[src/hdl/satp_pkg.sv]
// ----------------------------------------------------------------------------
// satp_pkg
// Shared widths, constants and types of the scope averager.
// ----------------------------------------------------------------------------
package satp_pkg;

    localparam int SAMPLE_W        = 12;
    localparam int SPP_W           = 11;
    localparam int ROW_W           = 16;
    localparam int HEIGHT_W        = 12;
    localparam int MV_W            = 12;
    localparam int CFG_IDX_W       = 3;
    localparam int CFG_DATA_W      = 16;
    localparam int MAX_AVERAGE_DEF = 1024;

    localparam logic [CFG_IDX_W-1:0] CFG_SPP    = 3'd0;
    localparam logic [CFG_IDX_W-1:0] CFG_OFFSET = 3'd1;
    localparam logic [CFG_IDX_W-1:0] CFG_HEIGHT = 3'd2;
    localparam logic [CFG_IDX_W-1:0] CFG_LEVEL  = 3'd3;
    localparam logic [CFG_IDX_W-1:0] CFG_ENABLE = 3'd4;

    localparam logic [SPP_W-1:0]    RST_SPP    = 11'd64;
    localparam logic [ROW_W-1:0]    RST_OFFSET = 16'd0;
    localparam logic [HEIGHT_W-1:0] RST_HEIGHT = 12'd320;
    localparam logic [MV_W-1:0]     RST_LEVEL  = 12'd1650;

    localparam int QUEUE_DEPTH = 2;

    // quotient of a point average always fits the sample width
    localparam int DIV_STEPS = SAMPLE_W;
    localparam int STEP_W    = $clog2(DIV_STEPS);

    // avg / 20 as (avg * 3277) >> 16, exact for avg below 4096
    localparam int RECIP20    = 3277;
    localparam int RECIP20_SH = 16;
    localparam int D20_FULL_W = 24;
    localparam int D20_W      = 8;

    // avg * 82 / 100: estimate with (p * 5242) >> 19, then one correction
    localparam int MV_SCALE    = 82;
    localparam int MV_DIV      = 100;
    localparam int PROD_W      = 19;
    localparam int RECIP100    = 5242;
    localparam int RECIP100_SH = 19;
    localparam int EST_FULL_W  = 32;

    typedef struct packed {
        logic [ROW_W-1:0]    offset;
        logic [HEIGHT_W-1:0] height;
        logic [MV_W-1:0]     level;
        logic                enable;
    } t_back_cfg;

    typedef struct packed {
        logic [MV_W-1:0]  peak;
        logic             crossing;
        logic [MV_W-1:0]  mv;
        logic [ROW_W-1:0] row;
    } t_point_out;

    typedef enum logic [2:0] {
        BK_IDLE,
        BK_DIV,
        BK_SCALE,
        BK_EST,
        BK_FIX,
        BK_OUT
    } t_back_state;

endpackage

[src/hdl/scope_average_trigger_peak_core.sv]
// ----------------------------------------------------------------------------
// scope_average_trigger_peak_core
// Decimating scope averager with row mapping, millivolt scale, edge flag, peak.
// ----------------------------------------------------------------------------
// Usage:
//   s_axis carries 12-bit ADC samples, one per cycle at full rate. Every N
//   samples (samples_per_point) form one point, sent on m_axis with display
//   row, millivolts and peak millivolts in tdata and the rising-crossing flag
//   in tuser.
//   Samples that do not close a point are always taken. A closing sample is
//   taken while the two-entry point queue has room.
//   After its closing sample, a point passes a queue pop, 12 divider steps
//   (one quotient bit per cycle, restoring division), 3 scaling stages and
//   an output load when the output is free. The back end takes its next
//   point only after the last one is loaded into the output register.
//   When m_axis stalls, the result waits in the output register, the back
//   end holds its next point, and the queue fills; samples keep flowing until
//   a closing sample finds the queue full.
//   Reset clears the accumulator, the queue, the peak, the previous point and
//   sets the registers to their defaults. Write registers only while idle.
// ----------------------------------------------------------------------------
module scope_average_trigger_peak_core
    import satp_pkg::*;
#(
    parameter int MAX_AVERAGE = MAX_AVERAGE_DEF
) (
    input  logic                  i_clk,
    input  logic                  i_rst_n,
    input  logic                  s_axis_tvalid,
    output logic                  s_axis_tready,
    input  logic [15:0]           s_axis_tdata,  // [11:0] sample
    output logic                  m_axis_tvalid,
    input  logic                  m_axis_tready,
    output logic [39:0]           m_axis_tdata,  // [15:0] display_row, [27:16] millivolts,
                                                 // [39:28] peak_millivolts
    output logic                  m_axis_tuser,  // [0] crossing
    input  logic                  i_cfg_we,
    input  logic [CFG_IDX_W-1:0]  i_cfg_index,
    input  logic [CFG_DATA_W-1:0] i_cfg_data
);

    localparam int CW = $clog2(MAX_AVERAGE + 1);
    localparam int SW = CW + SAMPLE_W;

    logic [SPP_W-1:0]    r_cfg_spp;
    logic [ROW_W-1:0]    r_cfg_offset;
    logic [HEIGHT_W-1:0] r_cfg_height;
    logic [MV_W-1:0]     r_cfg_level;
    logic                r_cfg_enable;

    logic          q_full;
    logic          push;
    logic [SW-1:0] push_sum;
    logic [CW-1:0] push_count;
    logic          pop;
    logic          q_valid;
    logic [SW+CW-1:0] q_data;
    t_back_cfg     back_cfg;
    t_point_out    point;

    always_ff @(posedge i_clk) begin
        if (!i_rst_n) begin
            r_cfg_spp    <= RST_SPP;
            r_cfg_offset <= RST_OFFSET;
            r_cfg_height <= RST_HEIGHT;
            r_cfg_level  <= RST_LEVEL;
            r_cfg_enable <= 1'b0;
        end else if (i_cfg_we) begin
            unique case (i_cfg_index)
                CFG_SPP:    r_cfg_spp    <= i_cfg_data[SPP_W-1:0];
                CFG_OFFSET: r_cfg_offset <= i_cfg_data[ROW_W-1:0];
                CFG_HEIGHT: r_cfg_height <= i_cfg_data[HEIGHT_W-1:0];
                CFG_LEVEL:  r_cfg_level  <= i_cfg_data[MV_W-1:0];
                CFG_ENABLE: r_cfg_enable <= i_cfg_data[0];
                default: begin
                end
            endcase
        end
    end

    assign back_cfg.offset = r_cfg_offset;
    assign back_cfg.height = r_cfg_height;
    assign back_cfg.level  = r_cfg_level;
    assign back_cfg.enable = r_cfg_enable;

    satp_front #(
        .MAX_AVERAGE (MAX_AVERAGE)
    ) u_front (
        .i_clk        (i_clk),
        .i_rst_n      (i_rst_n),
        .i_valid      (s_axis_tvalid),
        .o_ready      (s_axis_tready),
        .i_sample     (s_axis_tdata[SAMPLE_W-1:0]),
        .i_spp        (r_cfg_spp),
        .i_q_full     (q_full),
        .o_push       (push),
        .o_push_sum   (push_sum),
        .o_push_count (push_count)
    );

    satp_queue #(
        .W (SW + CW)
    ) u_queue (
        .i_clk   (i_clk),
        .i_rst_n (i_rst_n),
        .i_push  (push),
        .i_data  ({push_sum, push_count}),
        .o_full  (q_full),
        .i_pop   (pop),
        .o_valid (q_valid),
        .o_data  (q_data)
    );

    satp_back #(
        .MAX_AVERAGE (MAX_AVERAGE)
    ) u_back (
        .i_clk     (i_clk),
        .i_rst_n   (i_rst_n),
        .i_cfg     (back_cfg),
        .i_q_valid (q_valid),
        .i_sum     (q_data[SW+CW-1:CW]),
        .i_count   (q_data[CW-1:0]),
        .o_pop     (pop),
        .o_valid   (m_axis_tvalid),
        .i_ready   (m_axis_tready),
        .o_point   (point)
    );

    assign m_axis_tdata = {point.peak, point.mv, point.row};
    assign m_axis_tuser = point.crossing;

endmodule

[src/hdl/satp_front.sv]
// ----------------------------------------------------------------------------
// satp_front
// Sample accumulator: sums samples and hands each finished point to the queue.
// ----------------------------------------------------------------------------
module satp_front
    import satp_pkg::*;
#(
    parameter int MAX_AVERAGE = MAX_AVERAGE_DEF,
    localparam int CW = $clog2(MAX_AVERAGE + 1),
    localparam int SW = CW + SAMPLE_W
) (
    input  logic                i_clk,
    input  logic                i_rst_n,
    input  logic                i_valid,
    output logic                o_ready,
    input  logic [SAMPLE_W-1:0] i_sample,
    input  logic [SPP_W-1:0]    i_spp,
    input  logic                i_q_full,
    output logic                o_push,
    output logic [SW-1:0]       o_push_sum,
    output logic [CW-1:0]       o_push_count
);

    localparam int EW = (CW > SPP_W) ? CW : SPP_W;

    logic [SW-1:0] r_sum;
    logic [CW-1:0] r_count;
    logic [EW-1:0] spp_ext;
    logic [EW-1:0] eff_wide;
    logic [CW-1:0] eff;
    logic [CW-1:0] count_inc;
    logic [SW-1:0] sum_inc;
    logic          point_done;
    logic          accept;

    always_comb begin
        spp_ext = EW'(i_spp);
        if (spp_ext == '0) begin
            eff_wide = EW'(1);
        end else if (spp_ext > EW'(MAX_AVERAGE)) begin
            eff_wide = EW'(MAX_AVERAGE);
        end else begin
            eff_wide = spp_ext;
        end
        eff        = CW'(eff_wide);
        count_inc  = r_count + CW'(1);
        sum_inc    = r_sum + SW'(i_sample);
        point_done = (count_inc >= eff);
    end

    assign o_ready      = !i_q_full || !point_done;
    assign accept       = i_valid && o_ready;
    assign o_push       = accept && point_done;
    assign o_push_sum   = sum_inc;
    assign o_push_count = count_inc;

    always_ff @(posedge i_clk) begin
        if (!i_rst_n) begin
            r_sum   <= '0;
            r_count <= '0;
        end else if (accept) begin
            if (point_done) begin
                r_sum   <= '0;
                r_count <= '0;
            end else begin
                r_sum   <= sum_inc;
                r_count <= count_inc;
            end
        end
    end

endmodule

[src/hdl/satp_queue.sv]
// ----------------------------------------------------------------------------
// satp_queue
// Short register queue of finished point sums between front and back.
// ----------------------------------------------------------------------------
module satp_queue
    import satp_pkg::*;
#(
    parameter int W = 33
) (
    input  logic         i_clk,
    input  logic         i_rst_n,
    input  logic         i_push,
    input  logic [W-1:0] i_data,
    output logic         o_full,
    input  logic         i_pop,
    output logic         o_valid,
    output logic [W-1:0] o_data
);

    localparam int PW = $clog2(QUEUE_DEPTH);
    localparam int FW = $clog2(QUEUE_DEPTH + 1);

    logic [W-1:0]  r_mem [QUEUE_DEPTH];
    logic [PW-1:0] r_wr_ptr;
    logic [PW-1:0] r_rd_ptr;
    logic [FW-1:0] r_fill;

    assign o_full  = (r_fill == FW'(QUEUE_DEPTH));
    assign o_valid = (r_fill != '0);
    assign o_data  = r_mem[r_rd_ptr];

    always_ff @(posedge i_clk) begin
        if (i_push) begin
            r_mem[r_wr_ptr] <= i_data;
        end
    end

    always_ff @(posedge i_clk) begin
        if (!i_rst_n) begin
            r_wr_ptr <= '0;
            r_rd_ptr <= '0;
            r_fill   <= '0;
        end else begin
            if (i_push) begin
                r_wr_ptr <= r_wr_ptr + PW'(1);
            end
            if (i_pop) begin
                r_rd_ptr <= r_rd_ptr + PW'(1);
            end
            if (i_push && !i_pop) begin
                r_fill <= r_fill + FW'(1);
            end else if (i_pop && !i_push) begin
                r_fill <= r_fill - FW'(1);
            end
        end
    end

`ifndef SYNTHESIS
    a_no_push_full: assert property (@(posedge i_clk) disable iff (!i_rst_n)
        !(i_push && o_full)) else $error("push into full queue");
    a_no_pop_empty: assert property (@(posedge i_clk) disable iff (!i_rst_n)
        !(i_pop && !o_valid)) else $error("pop from empty queue");
    a_fill_bound: assert property (@(posedge i_clk) disable iff (!i_rst_n)
        r_fill <= FW'(QUEUE_DEPTH)) else $error("queue fill out of range");
`endif

endmodule

[src/hdl/satp_back.sv]
// ----------------------------------------------------------------------------
// satp_back
// Point processor: divides sum by count, scales, flags crossings, holds peak.
// ----------------------------------------------------------------------------
module satp_back
    import satp_pkg::*;
#(
    parameter int MAX_AVERAGE = MAX_AVERAGE_DEF,
    localparam int CW = $clog2(MAX_AVERAGE + 1),
    localparam int SW = CW + SAMPLE_W
) (
    input  logic          i_clk,
    input  logic          i_rst_n,
    input  t_back_cfg     i_cfg,
    input  logic          i_q_valid,
    input  logic [SW-1:0] i_sum,
    input  logic [CW-1:0] i_count,
    output logic          o_pop,
    output logic          o_valid,
    input  logic          i_ready,
    output t_point_out    o_point
);

    t_back_state r_state;
    t_back_state n_state;

    logic [CW-1:0]       r_rem;
    logic [CW-1:0]       r_div;
    logic [SAMPLE_W-1:0] r_dvd_lo;
    logic [SAMPLE_W-1:0] r_quo;
    logic [STEP_W-1:0]   r_step;
    logic [PROD_W-1:0]   r_prod;
    logic [D20_W-1:0]    r_d20;
    logic [MV_W-1:0]     r_qe;
    logic [MV_W-1:0]     r_mv;
    logic [MV_W-1:0]     r_peak;
    logic [MV_W-1:0]     r_prev_mv;
    logic                r_prev_valid;
    logic                r_out_valid;
    t_point_out          r_out;

    logic [CW:0]           trial;
    logic [CW:0]           diff;
    logic                  ge;
    logic [CW-1:0]         rem_next;
    logic [D20_FULL_W-1:0] d20_full;
    logic [EST_FULL_W-1:0] est_full;
    logic [PROD_W-1:0]     back_full;
    logic [PROD_W-1:0]     rem100;
    logic [ROW_W-1:0]      row;
    logic                  crossing;
    logic [MV_W-1:0]       peak_next;
    logic                  load_out;
    logic                  last_step;

    always_ff @(posedge i_clk) begin
        if (!i_rst_n) begin
            r_state <= BK_IDLE;
        end else begin
            r_state <= n_state;
        end
    end

    always_comb begin
        n_state   = r_state;
        o_pop     = 1'b0;
        load_out  = 1'b0;
        last_step = (r_step == STEP_W'(DIV_STEPS - 1));
        unique case (r_state)
            BK_IDLE: begin
                if (i_q_valid) begin
                    o_pop   = 1'b1;
                    n_state = BK_DIV;
                end
            end
            BK_DIV: begin
                if (last_step) begin
                    n_state = BK_SCALE;
                end
            end
            BK_SCALE: n_state = BK_EST;
            BK_EST:   n_state = BK_FIX;
            BK_FIX:   n_state = BK_OUT;
            BK_OUT: begin
                if (!r_out_valid || i_ready) begin
                    load_out = 1'b1;
                    n_state  = BK_IDLE;
                end
            end
            default:  n_state = BK_IDLE;
        endcase
    end

    always_comb begin
        trial     = {r_rem, r_dvd_lo[SAMPLE_W-1]};
        diff      = trial - {1'b0, r_div};
        ge        = (trial >= {1'b0, r_div});
        rem_next  = ge ? CW'(diff) : CW'(trial);
        d20_full  = D20_FULL_W'(r_quo) * D20_FULL_W'(RECIP20);
        est_full  = EST_FULL_W'(r_prod) * EST_FULL_W'(RECIP100);
        back_full = PROD_W'(r_qe) * PROD_W'(MV_DIV);
        rem100    = r_prod - back_full;
        row       = ROW_W'(i_cfg.height) - i_cfg.offset - ROW_W'(r_d20);
        crossing  = i_cfg.enable && r_prev_valid && (r_prev_mv < i_cfg.level)
                    && (r_mv >= i_cfg.level);
        peak_next = (r_mv > r_peak) ? r_mv : r_peak;
    end

    always_ff @(posedge i_clk) begin
        unique case (r_state)
            BK_IDLE: begin
                r_rem    <= i_sum[SW-1:SAMPLE_W];
                r_dvd_lo <= i_sum[SAMPLE_W-1:0];
                r_div    <= i_count;
                r_step   <= '0;
            end
            BK_DIV: begin
                r_rem    <= rem_next;
                r_dvd_lo <= {r_dvd_lo[SAMPLE_W-2:0], 1'b0};
                r_quo    <= {r_quo[SAMPLE_W-2:0], ge};
                r_step   <= r_step + STEP_W'(1);
            end
            BK_SCALE: begin
                r_prod <= PROD_W'(r_quo) * PROD_W'(MV_SCALE);
                r_d20  <= D20_W'(d20_full >> RECIP20_SH);
            end
            BK_EST: begin
                r_qe <= MV_W'(est_full >> RECIP100_SH);
            end
            BK_FIX: begin
                r_mv <= (rem100 >= PROD_W'(MV_DIV)) ? r_qe + MV_W'(1) : r_qe;
            end
            BK_OUT: begin
                if (load_out) begin
                    r_out.row      <= row;
                    r_out.mv       <= r_mv;
                    r_out.crossing <= crossing;
                    r_out.peak     <= peak_next;
                end
            end
            default: begin
            end
        endcase
    end

    always_ff @(posedge i_clk) begin
        if (!i_rst_n) begin
            r_peak       <= '0;
            r_prev_mv    <= '0;
            r_prev_valid <= 1'b0;
            r_out_valid  <= 1'b0;
        end else begin
            if (load_out) begin
                r_peak       <= peak_next;
                r_prev_mv    <= r_mv;
                r_prev_valid <= 1'b1;
                r_out_valid  <= 1'b1;
            end else if (i_ready) begin
                r_out_valid  <= 1'b0;
            end
        end
    end

    assign o_valid = r_out_valid;
    assign o_point = r_out;

`ifndef SYNTHESIS
    a_peak_covers_mv: assert property (@(posedge i_clk) disable iff (!i_rst_n)
        o_valid |-> (o_point.peak >= o_point.mv)) else $error("peak below point");
    a_rem_below_div: assert property (@(posedge i_clk) disable iff (!i_rst_n)
        (r_state == BK_DIV) |-> (r_rem < r_div)) else $error("divider remainder overflow");
`endif

endmodule
[config.mk]
export PLATFORM = sky130hd
export DESIGN_NAME = scope_average_trigger_peak_core
export DESIGN_NICKNAME = d
export VERILOG_FILES = /design/src/hdl/satp_pkg.sv /design/src/hdl/scope_average_trigger_peak_core.sv /design/src/hdl/satp_front.sv /design/src/hdl/satp_queue.sv /design/src/hdl/satp_back.sv
export SDC_FILE = /design/constraint.sdc
export NUM_CORES = 1
export LEC_CHECK = 0
export BUFFER_PORTS_ARGS = -buffer_cell sky130_fd_sc_hd__buf_4
export CORE_ASPECT_RATIO = 0.6
export CORE_MARGIN = 10
export CORE_UTILIZATION = 40
export DETAILED_ROUTE_END_ITERATION = 7
export PLACE_DENSITY_LB_ADDON = 0.08
export SLEW_MARGIN = 20
export SYNTH_ARGS = -nofsm -noshare
export SYNTH_HDL_FRONTEND = slang
export SYNTH_SLANG_ARGS = --single-unit
[constraint.sdc]
create_clock -name i_clk -period 17.98 [get_ports i_clk]
set_clock_uncertainty 0.15 [all_clocks]
set_input_delay 0.899 -clock i_clk [delete_from_list [all_inputs] [get_ports i_clk]]
set_output_delay 0.899 -clock i_clk [all_outputs]
set_load 0.005 [all_outputs]
### Word level (Yosys, flattened, before mapping)

Memory sizes are Yosys's and may differ from the RTL's. A register that Yosys moved wholly into a read port is not among the register bits.
Cells that the tools add are included.

| word-level totals | value |
|---|---|
| bits in registers | 260 |
| bits in writable memories | 68 |
| input port bits | 40 |
| output and inout bits | 43 |
| logic and storage cells | 120 |
| memories | 1 |

| cells by class | value |
|---|---|
| add/subtract/negate cells | 12 |
| multiply operators | 4 |
| order comparisons | 7 |
| equality and inequality tests | 14 |
| multiplexer cells | 26 |
| reductions and logical operators | 28 |

Memory list:

| name | depth | bits a word | read ports | clocked after memory_dff | wr ports | RTL line | source |
|---|---|---|---|---|---|---|---|
| u_queue.r_mem | 2 | 34 | 1 | 1 | 1 | satp_queue.sv:23 | `logic [W-1:0] r_mem [QUEUE_DEPTH];` |

Operator list:

| cell | count |
|---|---|
| $mux W11 | 4 |
| $mul A18 B12 Y29 const B | 1 |
| $mul A12 B12 Y24 const B | 1 |
| $mux W12 | 2 |
| $pmux W12 S2 | 1 |
| $add A23 B12 Y23 | 1 |
| $mux W23 | 1 |
| $pmux W11 S2 | 1 |
| $ge A19 B7 Y1 const B | 1 |
| $sub A19 B19 Y19 | 1 |
| $mul A12 B6 Y18 const B | 1 |
| $pmux W3 S6 | 1 |
| $mul A12 B5 Y17 const B | 1 |
| $sub A12 B16 Y16 | 1 |
| $sub A16 B8 Y16 | 1 |
| $add A12 B1 Y12 const B | 1 |
| $eq A3 B2 Y1 const B | 4 |
| $ge A12 B11 Y1 | 1 |
| $ge A12 B12 Y1 | 1 |
| $gt A12 B12 Y1 | 1 |
| $lt A12 B12 Y1 | 1 |
| $reduce_and A2 Y1 | 6 |
| $add A11 B1 Y11 const B | 1 |
| $ge A11 B11 Y1 | 1 |
| 23 further kinds | 55 |

### Longest topological paths before layout

Gate-level depths: netlist (run 1).

| depth | value |
|---|---|
| depth after elaboration | 12 |
| depth in mapped cells | 25 |

### By module

From an unflattened synthesis (run 1), not the netlist that was laid out.

| second synthesis, totals | value |
|---|---|
| cells, all modules | 2,281 |
| area total of the unflattened synthesis | 24,277.0 um^2 |

By module, submodules not included:

| module | times used | cells each | area an instance (um^2) | seq. area each (um^2) |
|---|---|---|---|---|
| satp_back | 1 | 1,661 | 17,132.7 | 4,814.6 |
| satp_queue | 1 | 128 | 2,673.8 | 2,142.1 |
| satp_front | 1 | 292 | 2,438.6 | 680.7 |
| scope_average_trigger_peak_core | 1 | 200 | 2,031.9 | 1,041.0 |

### Worst setup path after synthesis (run 1)

No wires, ideal clock.

| timing path | value |
|---|---|
| path kind | register to register |
| start point | register u_front.r_count[0] |
| end point | memory u_queue.r_mem[0][0] in the netlist's numbering, enable pin |
| setup time | 0.468 ns |
| data arrival time | 5.280 ns |
| slack | 12.082 ns |
| cell stages (with the launch flop) | 15 |
| path buffers | 1 |
| period minus slack after synthesis | 5.898 ns |
| path through | dfxtp_1 ha_1 and3_1 and3_1 and3_1 nand3_1 xnor2_1 ha_1 a21oi_1 nand2b_1 o21ai_0 a21oi_1 nand2_1 clkbuf_1 nor3_1 |

| between the ends | value |
|---|---|
| cells in the longest elaborated chain, start to end | 8 |

Ends and longest elaborated chain:

| what | RTL line | source |
|---|---|---|
| start, declared | satp_front.sv:27 | `logic [CW-1:0] r_count;` |
| start signal, assigned | satp_front.sv:67 | `r_count <= count_inc;` |
| $add A11 B1 Y11 | satp_front.sv:46 | `count_inc = r_count + CW'(1);` |
| net push_count[10] | scope_average_trigger_peak_core.sv:54 | `logic [CW-1:0] push_count;` |
| $ge A11 B11 Y1 | satp_front.sv:48 | `point_done = (count_inc >= eff);` |
| $logic_not A1 Y1 | satp_front.sv:51 | `assign o_ready = !i_q_full \|\| !point_done;` |
| $logic_or A1 B1 Y1 | satp_front.sv:51 |  |
| net s_axis_tready | scope_average_trigger_peak_core.sv:30 | `output logic s_axis_tready,` |
| $logic_and A1 B1 Y1 | satp_front.sv:52 | `assign accept = i_valid && o_ready;` |
| $logic_and A1 B1 Y1 | satp_front.sv:53 | `assign o_push = accept && point_done;` |
| $mux W1 | satp_queue.sv:33 | `if (i_push) begin` |
| $mux W1 (implied by the code) | satp_queue.sv:34 | `r_mem[r_wr_ptr] <= i_data;` |
| end, declared | satp_queue.sv:23 |  |

The timed path passes the listed nets, and every way through them passes these cells.

### Worst setup path in the final report (run 1)

| timing path | value |
|---|---|
| start point | register u_back.r_qe[0] |
| end point | register u_back.r_mv[8] (data pin) |

| between the ends | value |
|---|---|
| cells in the longest elaborated chain, start to end | 4 |
| elaborated cells between the ends (all ways) | 5 |
| classes of those cells | 2 x add/sub; 1 x mul; 1 x order compare; 1 x mux |

Ends and longest elaborated chain:

| what | RTL line | source |
|---|---|---|
| start, declared | satp_back.sv:34 | `logic [MV_W-1:0] r_qe;` |
| start signal, assigned | satp_back.sv:128 | `r_qe <= MV_W'(est_full >> RECIP100_SH);` |
| $mul A12 B5 Y17 | satp_back.sv:101 | `back_full = PROD_W'(r_qe) * PROD_W'(MV_DIV);` |
| $sub A19 B19 Y19 | satp_back.sv:102 | `rem100 = r_prod - back_full;` |
| $ge A19 B7 Y1 | satp_back.sv:131 | `r_mv <= (rem100 >= PROD_W'(MV_DIV)) ? r_qe + MV_W'(1) : r_qe;` |
| $mux W12 (*) | satp_back.sv:131 |  |
| end signal, assigned | satp_back.sv:131 |  |
| end, declared | satp_back.sv:35 | `logic [MV_W-1:0] r_mv;` |

Mark *: on every way between the ends. The rest lies on a longest branch, timed or not.
A chain may end at the register's enable or synchronous reset.

==> metrics.yaml, run 1 <==
dpl_cell_area_mm2: 0.0257
antenna_found_initial: 1
worstSkewPairLatency_ps: 560
first_pass_iters: 5
layout_commonest_cell: "ha_1"
seq_power_share_pct: 27.3
p_sw_share_pct: 38.5
rr_worst_depth: 23
stdcell_area_mm2: 0.0269
io_buffer_count: 78
synth_nets: 2896
vias_per_cell: 5.10
grt_pass1_vias: 16591
syn_to_final_growth_pct: 11.3
dp_hpwl_mm: 42.9
finalCritPeriodShare_pct: 35.6
outcome: "complete, no violations"
drv_cap: 0
total_leakage_power_nw: 11.9
min-delay-start: "r_cfg_offset[7]"
ios: 83
r2r_end: "u_back.r_mv[8]"
critPathKind: "reg2reg"
whs_path_depth: 2
ys_warn_count: 0
yosysUniqueCellTypes: 78
synth.area.top_cells: "edfxtp_1 (26%), ha_1 (19%), fa_1 (11%)"
synth-async-reset-ratio_pct: 0
total_power_mw: 3.68
synth_area_mm2: 0.0242
holdBufCountCts: 0
clock_path_buffers: 3
combinationalPowerShare_pct: 50.7
power_switching_mw: 1.42
slew_headroom_pct: 32.8
setup-violations-final: 0
grt_overflow: 0
worstReg2RegStart: "u_back.r_qe[0]"
cts_tree: "done"
grt_max_degree: 83
internal_power_mw: 2.27
crit_fanout: 11
clkPwrFrac_pct: 22.0
period_needed_ps: 6400
place_ws_ps: 11480
cts_setup_buffers: 0
synth_top_area_cell: "edfxtp_1"
diodes: 0
chipHeight_um: 211
vias: 16523
cp-startpoint: "u_back.r_qe[0]"
holdWs_ps: 305
drt_iter0_markers: 943
yosysTopAreaCellShare_pct: 25.9
synth_flop_cell: "edfxtp_1"
grt_pass1_wl_mm: 91.3
synth-edff-count: 209
post_cts_resized: 0
path_clk_slew_ps: 60
synthCells: 2354
ys_seq_area_share_pct: 35.9
synth_seq_cells: 329
drt-total-wl_mm: 56.4
synth_area_per_cell_um2: 10.3
crit_arrival_ps: 6550
hp-class: "reg2reg"
route.antenna.remaining_nets: 0
fmax_mhz: 156
required_ps: 18130
start_util_pct: 40.6
fin_setup_tns_ps: 0
most-common-layout-cells: "ha_1 (369), inv_1 (346), edfxtp_1 (209)"
drt_drc_violations_left: 0
die-area_mm2: 0.0711
drv_slew: 0
drive_above_1_share_pct: 8.05
core_mm2: 0.0596
globalplace.congestion: 0.892
grt_usage_pct: 15.9
setup_slack_ps: 11580
cp-start-kind: "register"
r2r_slack_ps: 11580
power_density_mw_per_mm2: 137
nets: 2971
wire_per_inst_um: 17.4
hold_viol_final: 0
cts-root-buf: "clkbuf_16"
rsz0062_at_grt: "false"
htree_levels: 2
rows: 69
die_w_um: 338
whs_endpoint: "r_cfg_offset[7]"
cts_buffers: 38
cts_sinks: 329
vdd_drop_max_mv: 0.187
endpoint_kind: "register"
tightest_slew_ps: 1010
final cells by class:
| class | count | area [um^2] |
|---|---|---|
| Clock inverter | 18 | 216 |
| Clock buffer | 52 | 1070 |
| Multi-Input combinational cell | 1621 | 14000 |
| Fill cell | 5659 | 32600 |
| Tap cell | 781 | 977 |
| Timing Repair Buffer | 89 | 668 |
| Sequential cell | 329 | 8680 |
| Inverter | 350 | 1320 |
flip-flops by register name, summed over array words and instances (netlist names), 12 cells and up, named ones only:
signal / cells
u_back.r_qe: 12
u_queue.r_mem: 68
u_back.r_prod: 18
u_back.r_quo: 12
u_back.r_peak: 12
r_cfg_height: 12
u_front.r_sum: 23
r_cfg_level: 12
u_back.r_prev_mv: 12
u_back.o_point: 41
u_back.r_dvd_lo: 12
u_back.r_mv: 12
r_cfg_offset: 16
power by group through the flow:
stage                     Combinational, mW  Sequential [mW]  Clock (mW)
after global routing                   2.19             1.01       0.863
after detailed placement               1.87             1.02           0
after CTS                              1.90             1.01       0.833
after global placement                 1.87             1.02           0
final                                  1.87             1.01       0.809
after floorplan                        1.46            0.997           0
worst max-delay path by stage:
stage / endpoint / slack [ps] / depth (start not counted)
global placement: u_back.r_mv[1] / 11650 / 23
detailed placement: u_back.r_mv[8] / 11480 / 23
floorplan: u_queue.r_mem[0][0] / 12080 / 14
finish: u_back.r_mv[8] / 11580 / 23
CTS: u_back.r_mv[8] / 11480 / 23
global route: u_back.r_mv[1] / 11220 / 22
worst max-delay path, stage by stage, from the launching register on:
cell	delay, ps
edfxtp_1	560
ha_1	340
ha_1	310
ha_1	290
ha_1	300
a21o_1	190
a21oi_1	210
o21bai_1	90
a21oi_1	250
nor2b_1	90
o2111ai_1	200
nand2_1	100
o41ai_1	330
xor2_1	220
ha_1	320
nand2b_1	140
o221ai_1	120
a21oi_1	140
o311ai_0	160
nor3_1	220
nand4_1	190
nor4_4	790
a211oi_1	220
xnor2_1	190
logic make-up (layout without fill, tap and decap cells):
| kind of cell | after synthesis | after routing | synth area share [%] |
|---|---|---|---|
| AO/OA/AOI/OAI | 422 | 422 | 11.1 |
| XOR/XNOR | 108 | 108 | 3.91 |
| adder cells (fa/ha/maj) | 502 | 502 | 30.1 |
| buffers and inverters | 404 | 509 | 6.33 |
| flip-flops | 329 | 329 | 35.9 |
| multiplexers | 53 | 53 | 2.38 |
| AND/OR/NAND/NOR | 536 | 536 | 10.3 |
cells in the mapped netlist, types with 20 or more instances:
library cell / number
ha_1: 369
inv_1: 348
edfxtp_1: 209
nand2_1: 202
a21oi_1: 149
fa_1: 133
nor2_1: 127
dfxtp_1: 120
o21ai_0: 75
xnor2_1: 67
clkbuf_1: 45
xor2_1: 41
nand3_1: 38
a21o_1: 32
nor3_1: 31
a211oi_1: 30
mux2i_1: 26
nor2b_1: 26
mux2_2: 24
nand2b_1: 24
and3_1: 20
o21a_1: 20
through the flow:
stage / utilization, % / cells
after floorplan: - / 2354
after global placement: 43.0 / 3170
after detailed placement: 43.1 / 3170
after CTS: 45.2 / 3240
after global routing: 45.2 / 3240
final: 45.2 / 3240
layer usage:
metal | vias up | GRT usage (%) | wire length, um | share of wire (%)
li1 | 8308 | - | - | -
met1 | 7913 | 24.9 | 30900 | 55
met2 | 240 | 22.9 | 22200 | 39
met3 | 62 | 2.23 | 2240 | 4.0
met4 | 0 | 3.21 | 978 | 1.7
met5 | - | 0 | 0 | 0
No activity file was read; power rests on OpenSTA's default activity.
==> run 2, diff against run 1 <==
Clock period 17.98 ns to 6.67 ns, I/O delays scaled along.
==> run 2 against run 1 <==
Against the previous run: die area is the same; total power grew to 2.7 times the previous value; clock power grew to 2.6 times the previous value; sequential share of layout area shrank 0.23 points; critical endpoint is now u_back.r_mv[1]; cell area grew 0.72%; final cell count grew 0.80%.
==> metrics.yaml, run 2 (synthesized netlist as in run 1, its figures left out) <==
vias: 16796  # +1.7%
globalplace.congestion: 0.834  # -6.6%
post_cts_resized: 0  # unchanged
dp_hpwl_mm: 44.7  # +4.1%
finalCritPeriodShare_pct: 92.9  # +57 points
fin_setup_tns_ps: 0  # unchanged
endpoint_kind: "register"
grt_pass1_vias: 16929  # +2.0%
cts_setup_buffers: 0  # unchanged
drv_slew: 0  # unchanged
ios: 83  # unchanged
setup-violations-final: 0  # unchanged
crit_arrival_ps: 6350  # -200 ps
nets: 2996  # +0.84%
io_buffer_count: 78  # unchanged
stdcell_area_mm2: 0.0271  # +0.72%
crit_fanout: 11  # unchanged
cts_buffers: 37  # -2.6%
drive_above_1_share_pct: 8.18  # +0.12 points
path_common_cell: "ha_1"
rsz0062_at_grt: "false"
drt_drc_violations_left: 0  # unchanged
min-delay-start: "i_cfg_we"
rows: 69  # unchanged
htree_levels: 2  # unchanged
slowest_delay_ps: 720  # -70 ps
hold_viol_final: 0  # unchanged
period_needed_ps: 6190  # -201 ps
total_leakage_power_nw: 12.0  # +0.72%
antenna_found_initial: 2  # +1
grt_max_degree: 73  # -12%
grt_pass1_wl_mm: 93.2  # +2.1%
cts_tree: "done"
outcome: "complete, no violations"
grt_usage_pct: 16.4  # +0.44 points
r2r_slack_ps: 480  # -11,110 ps
cts-root-buf: "clkbuf_16"
cts_sinks: 329  # unchanged
dpl_cell_area_mm2: 0.0257  # +0.11%
start_util_pct: 40.6  # unchanged
grt_overflow: 0  # unchanged
vdd_drop_max_mv: 0.359  # +92%
die-area_mm2: 0.0711  # unchanged
route.antenna.remaining_nets: 0  # unchanged
cp-start-kind: "register"
cp-startpoint: "u_back.r_qe[3]"
holdBufCountCts: 21  # +21
path_clk_slew_ps: 60  # about the same
slew_headroom_pct: 32.1  # -0.68 points
top_register: "u_queue.r_mem"
die_w_um: 338  # unchanged
worstSkewPairLatency_ps: 560  # about the same
dp_cells: 3175  # +0.16%
critPathTopFamily: "adder cells"
chipHeight_um: 211  # unchanged
final_cells: 3266  # +0.80%
layout_commonest_cell: "ha_1"
wire_per_inst_um: 17.8  # +2.3%
critPathKind: "reg2reg"
first_pass_iters: 6  # +1
drt_iter0_markers: 918  # -2.7%
largest_reg_flops: 68  # unchanged
fmax_mhz: 161  # +3.2%
required_ps: 6830  # -11,300 ps
core_mm2: 0.0596  # unchanged
power_density_mw_per_mm2: 370  # +170%
syn_to_final_growth_pct: 12.1
clock_path_buffers: 3  # unchanged
tightest_slew_ps: 1010  # +4.70 ps
vias_per_cell: 5.14  # +0.84%
whs_path_depth: 4  # +2
whs_endpoint: "r_cfg_enable"
rr_worst_depth: 20  # -13%
r2r_end: "u_back.r_mv[1]"
hp-class: "in2reg"
drt-total-wl_mm: 58.1  # +3.1%
path_cells: "ha_1, ha_1, fa_1, ha_1, nor2b_1, o31a_1, o211ai_1, nand2_1, a21oi_1, xor2_1, ha_1, inv_1, nor2_1, a2111oi_0, a2bb2oi_1, nor3_1, nand4_1, nor4_4, nand2_4, mux2_4"
worstReg2RegStart: "u_back.r_qe[3]"
path_buf_inv: 1  # +1
cp_slowest_cell: "nor4_4"
most-common-layout-cells: "ha_1 (369), inv_1 (347), edfxtp_1 (209)"
drv_cap: 0  # unchanged
-- run 2: cell count changes in the layout (fill, tap and decap cells not counted), sizes merged --
cell / delta
clkinv: +4
dlygate4sd3: +21
clkinvlp: +3
buf: +5
diode: +2
clkbuf: -9
-- run 2: metal layers --
metal	track usage, %	up-vias	part of all wire [%]
met1	26.1	8135	55
met3	2.80	55	4.7
met4	3.26	0	1.4
met5	0	-	0
met2	22.5	281	38
li1	-	8325	-
-- run 2: worst reg2reg max path, cell delays in order, from the launching register on --
cell       delay [ps]
edfxtp_1          480
ha_1              330
ha_1              310
fa_1              470
ha_1              340
nor2b_1           160
o31a_1            270
o211ai_1          180
nand2_1           110
a21oi_1           180
xor2_1            240
ha_1              360
inv_1             110
nor2_1             70
a2111oi_0         570
a2bb2oi_1         130
nor3_1            170
nand4_1           190
nor4_4            720
nand2_4           100
mux2_4            310
-- run 2: worst max-delay path by stage --
stage,end,cells after the start
after floorplan,u_queue.r_mem[0][0],14
after global routing,u_back.r_mv[1],22
final,u_back.r_mv[1],20
after CTS,u_back.r_mv[1],22
after detailed placement,u_back.r_mv[1],22
after global placement,u_back.r_mv[1],22
-- run 2: area by class of cell --
class | count | area (um^2)
Sequential cell | 329 | 8680
Clock inverter | 25 | 262
Antenna cell | 2 | 5.00
Clock buffer | 43 | 980
Tap cell | 781 | 977
Timing Repair Buffer | 115 | 916
Inverter | 350 | 1320
Fill cell | 5663 | 32400
Multi-Input combinational cell | 1621 | 14000
-- run 2: where the power goes --
group / internal [mW] / switching, mW
Sequential: 2.57 / 0.128
Clock: 1.22 / 0.883
Combinational: 2.29 / 2.94
-- run 2: stage by stage --
step	total power, mW	hold WS, ps	utilization (%)	setup WS (ps)
after floorplan	6.63	281	-	772
after global placement	7.87	294	43.1	662
after detailed placement	7.92	297	43.1	557
after CTS	10.2	10.7	45.5	514
after global routing	11.0	55.4	45.6	24.5
final	10.0	52.0	45.6	476
==> run 3, diff against run 2 <==
Settings changed: CORE_ASPECT_RATIO 0.6 to default, CORE_MARGIN 10 to default, SKIP_CTS_REPAIR_TIMING from default to 1.
==> run 3 against run 2 <==
Against the previous run: the flow now finishes with violations (negative hold slack); hold slack worse by 65 ps; maximum frequency is 2.3% higher; sequential power hardly changed.
==> metrics.yaml, run 3 (synthesized netlist as in run 1, its figures left out) <==
outcome: "complete, but fails checks"
violations: "negative hold slack"
drt_drc_violations_left: 0  # unchanged
top_register: "u_queue.r_mem"
die-area_mm2: 0.0615  # -13%
vias_per_cell: 5.09  # -0.95%
worstSkewPairLatency_ps: 560  # about the same
cts_sinks: 329  # unchanged
holdWs_ps: -12.6  # -64.7 ps
cts_buffers: 39  # +5.4%
hp-class: "in2reg"
io_buffer_count: 78  # unchanged
diodes: 0  # -2
hold_viol_final: 1  # +1
path_clk_slew_ps: 60  # about the same
vdd_drop_max_mv: 0.339  # -5.4%
antenna_found_initial: 1  # -1
grt_pass1_wl_mm: 87.5  # -6.1%
globalplace.congestion: 0.875  # +5.0%
drt-total-wl_mm: 54.3  # -6.5%
grt_overflow: 0  # unchanged
grt_max_degree: 59  # -19%
drv_slew: 0  # unchanged
utilization_pct: 45.8  # +0.20 points
wire_per_inst_um: 16.7  # -6.3%
syn_to_final_growth_pct: 12.2  # about the same
place_ws_ps: 630  # +73.4 ps
ios: 83  # unchanged
critPathTopFamily: "adder cells"
route.antenna.remaining_nets: 0  # unchanged
dp_hpwl_mm: 41.8  # -6.5%
setup_slack_ps: 617  # +141 ps
drt_iter0_markers: 845  # -8.0%
power_density_mw_per_mm2: 363  # -2.0%
slowest_delay_ps: 530  # -190 ps
cts-root-buf: "clkbuf_16"
nets: 2995  # -0.033%
nFillCells: 5623  # -0.71%
crit_arrival_ps: 6220  # -130 ps
first_pass_iters: 5  # -1
grt_usage_pct: 18.0  # +1.7 points
met2WireLength_mm: 25.4  # +14%
rsz0062_at_grt: "false"
cts_tree: "done"
tightest_slew_ps: 769  # -243 ps
grt_pass1_vias: 16999  # +0.41%
fin_setup_tns_ps: 0  # unchanged
cp_slowest_cell: "edfxtp_1"
slew_headroom_pct: 48.5  # +16 points
drv_cap: 0  # unchanged
critPathKind: "reg2reg"
most-common-layout-cells: "ha_1 (369), inv_1 (347), edfxtp_1 (209)"
vias: 16591  # -1.2%
setup-violations-final: 0  # unchanged
layout_commonest_cell: "ha_1"
start_util_pct: 40.8  # +0.15 points
largest_reg_flops: 68  # unchanged
clock_path_buffers: 3  # unchanged
period_needed_ps: 6050  # -141 ps
m1WireLength_mm: 26.1  # -19%
core_mm2: 0.0594  # -0.36%
rows: 89  # +29%
chipHeight_um: 248  # +18%
dp_cells: 3165  # -0.31%
final_cells: 3257  # -0.28%
drive_above_1_share_pct: 8.29  # +0.12 points
path_buf_inv: 1  # unchanged
met3_length_mm: 1.84  # -32%
path_cells: "ha_1, ha_1, fa_1, ha_1, a21oi_1, o21bai_1, a21oi_1, nor2b_1, o2111ai_1, nand2_1, o41ai_1, xor2_1, ha_1, nand2b_1, o221ai_1, a21oi_1, o311ai_0, nor3_1, nand4_1, nor4_4, buf_4, nand2_4, mux2_4"
fmax_mhz: 165  # +2.3%
finalCritPeriodShare_pct: 90.8  # -2.1 points
dr.max_layer_used: "met4"
path_common_cell: "ha_1"
total_leakage_power_nw: 12.0  # +0.11%
cp-start-kind: "register"
required_ps: 6830  # about the same
crit_fanout: 11  # unchanged
die_w_um: 248  # -27%
endpoint_kind: "register"
htree_levels: 2  # unchanged
run 3: where the power goes:
part / total (mW) / switching (mW) / internal (mW)
clock network: 2.14 / 0.895 / 1.24
logic: 4.98 / 2.73 / 2.25
registers: 2.73 / 0.153 / 2.57
run 3: worst register-to-register path, cell delays in order (launching register included):
cell and delay, ps:
edfxtp_1 530, ha_1 320, ha_1 310, fa_1 460
ha_1 340, a21oi_1 210, o21bai_1 100, a21oi_1 220
nor2b_1 90, o2111ai_1 190, nand2_1 100, o41ai_1 340
xor2_1 230, ha_1 330, nand2b_1 150, o221ai_1 130
a21oi_1 150, o311ai_0 190, nor3_1 190, nand4_1 190
nor4_4 280, buf_4 240, nand2_4 70, mux2_4 290
run 3: path summary, 6_finish.rpt:
kind                        from             end  slack (ps)  cells past startpoint
hold / removal    i_cfg_index[2]    r_cfg_enable         -10                      4
setup reg to reg  u_back.r_qe[1]  u_back.r_mv[1]         620                     23
hold reg to reg   r_cfg_level[7]  r_cfg_level[7]         310                      2
setup / recovery  u_back.r_qe[1]  u_back.r_mv[1]         620                     23
run 3: per-stage QoR:
stage	cell area [um^2]	power [mW]	hold WS (ps)
2_1_floorplan	24200	6.63	281
3_3_place_gp	25700	7.73	295
3_5_place_dp	25700	7.79	300
4_1_cts	26900	10.0	-146
5_1_grt	27200	10.9	1.86
6_report	27200	9.85	-12.6
run 3: routing by layer:
metal	up-vias	GRT usage, %
met5	-	0
met3	70	2.67
met1	7969	24.5
met2	220	30.2
met4	0	4.28
li1	8332	-
run 3: cell type report:
class	instances	area, um^2	share of cell area, %
inverters	350	1320	4.84
multi-input cells	1621	14000	51.6
clock buffers	53	1100	4.04
well taps	773	967	3.56
clock inverters	19	185	0.682
repair buffers	112	891	3.28
flip-flops and latches	329	8680	32.0
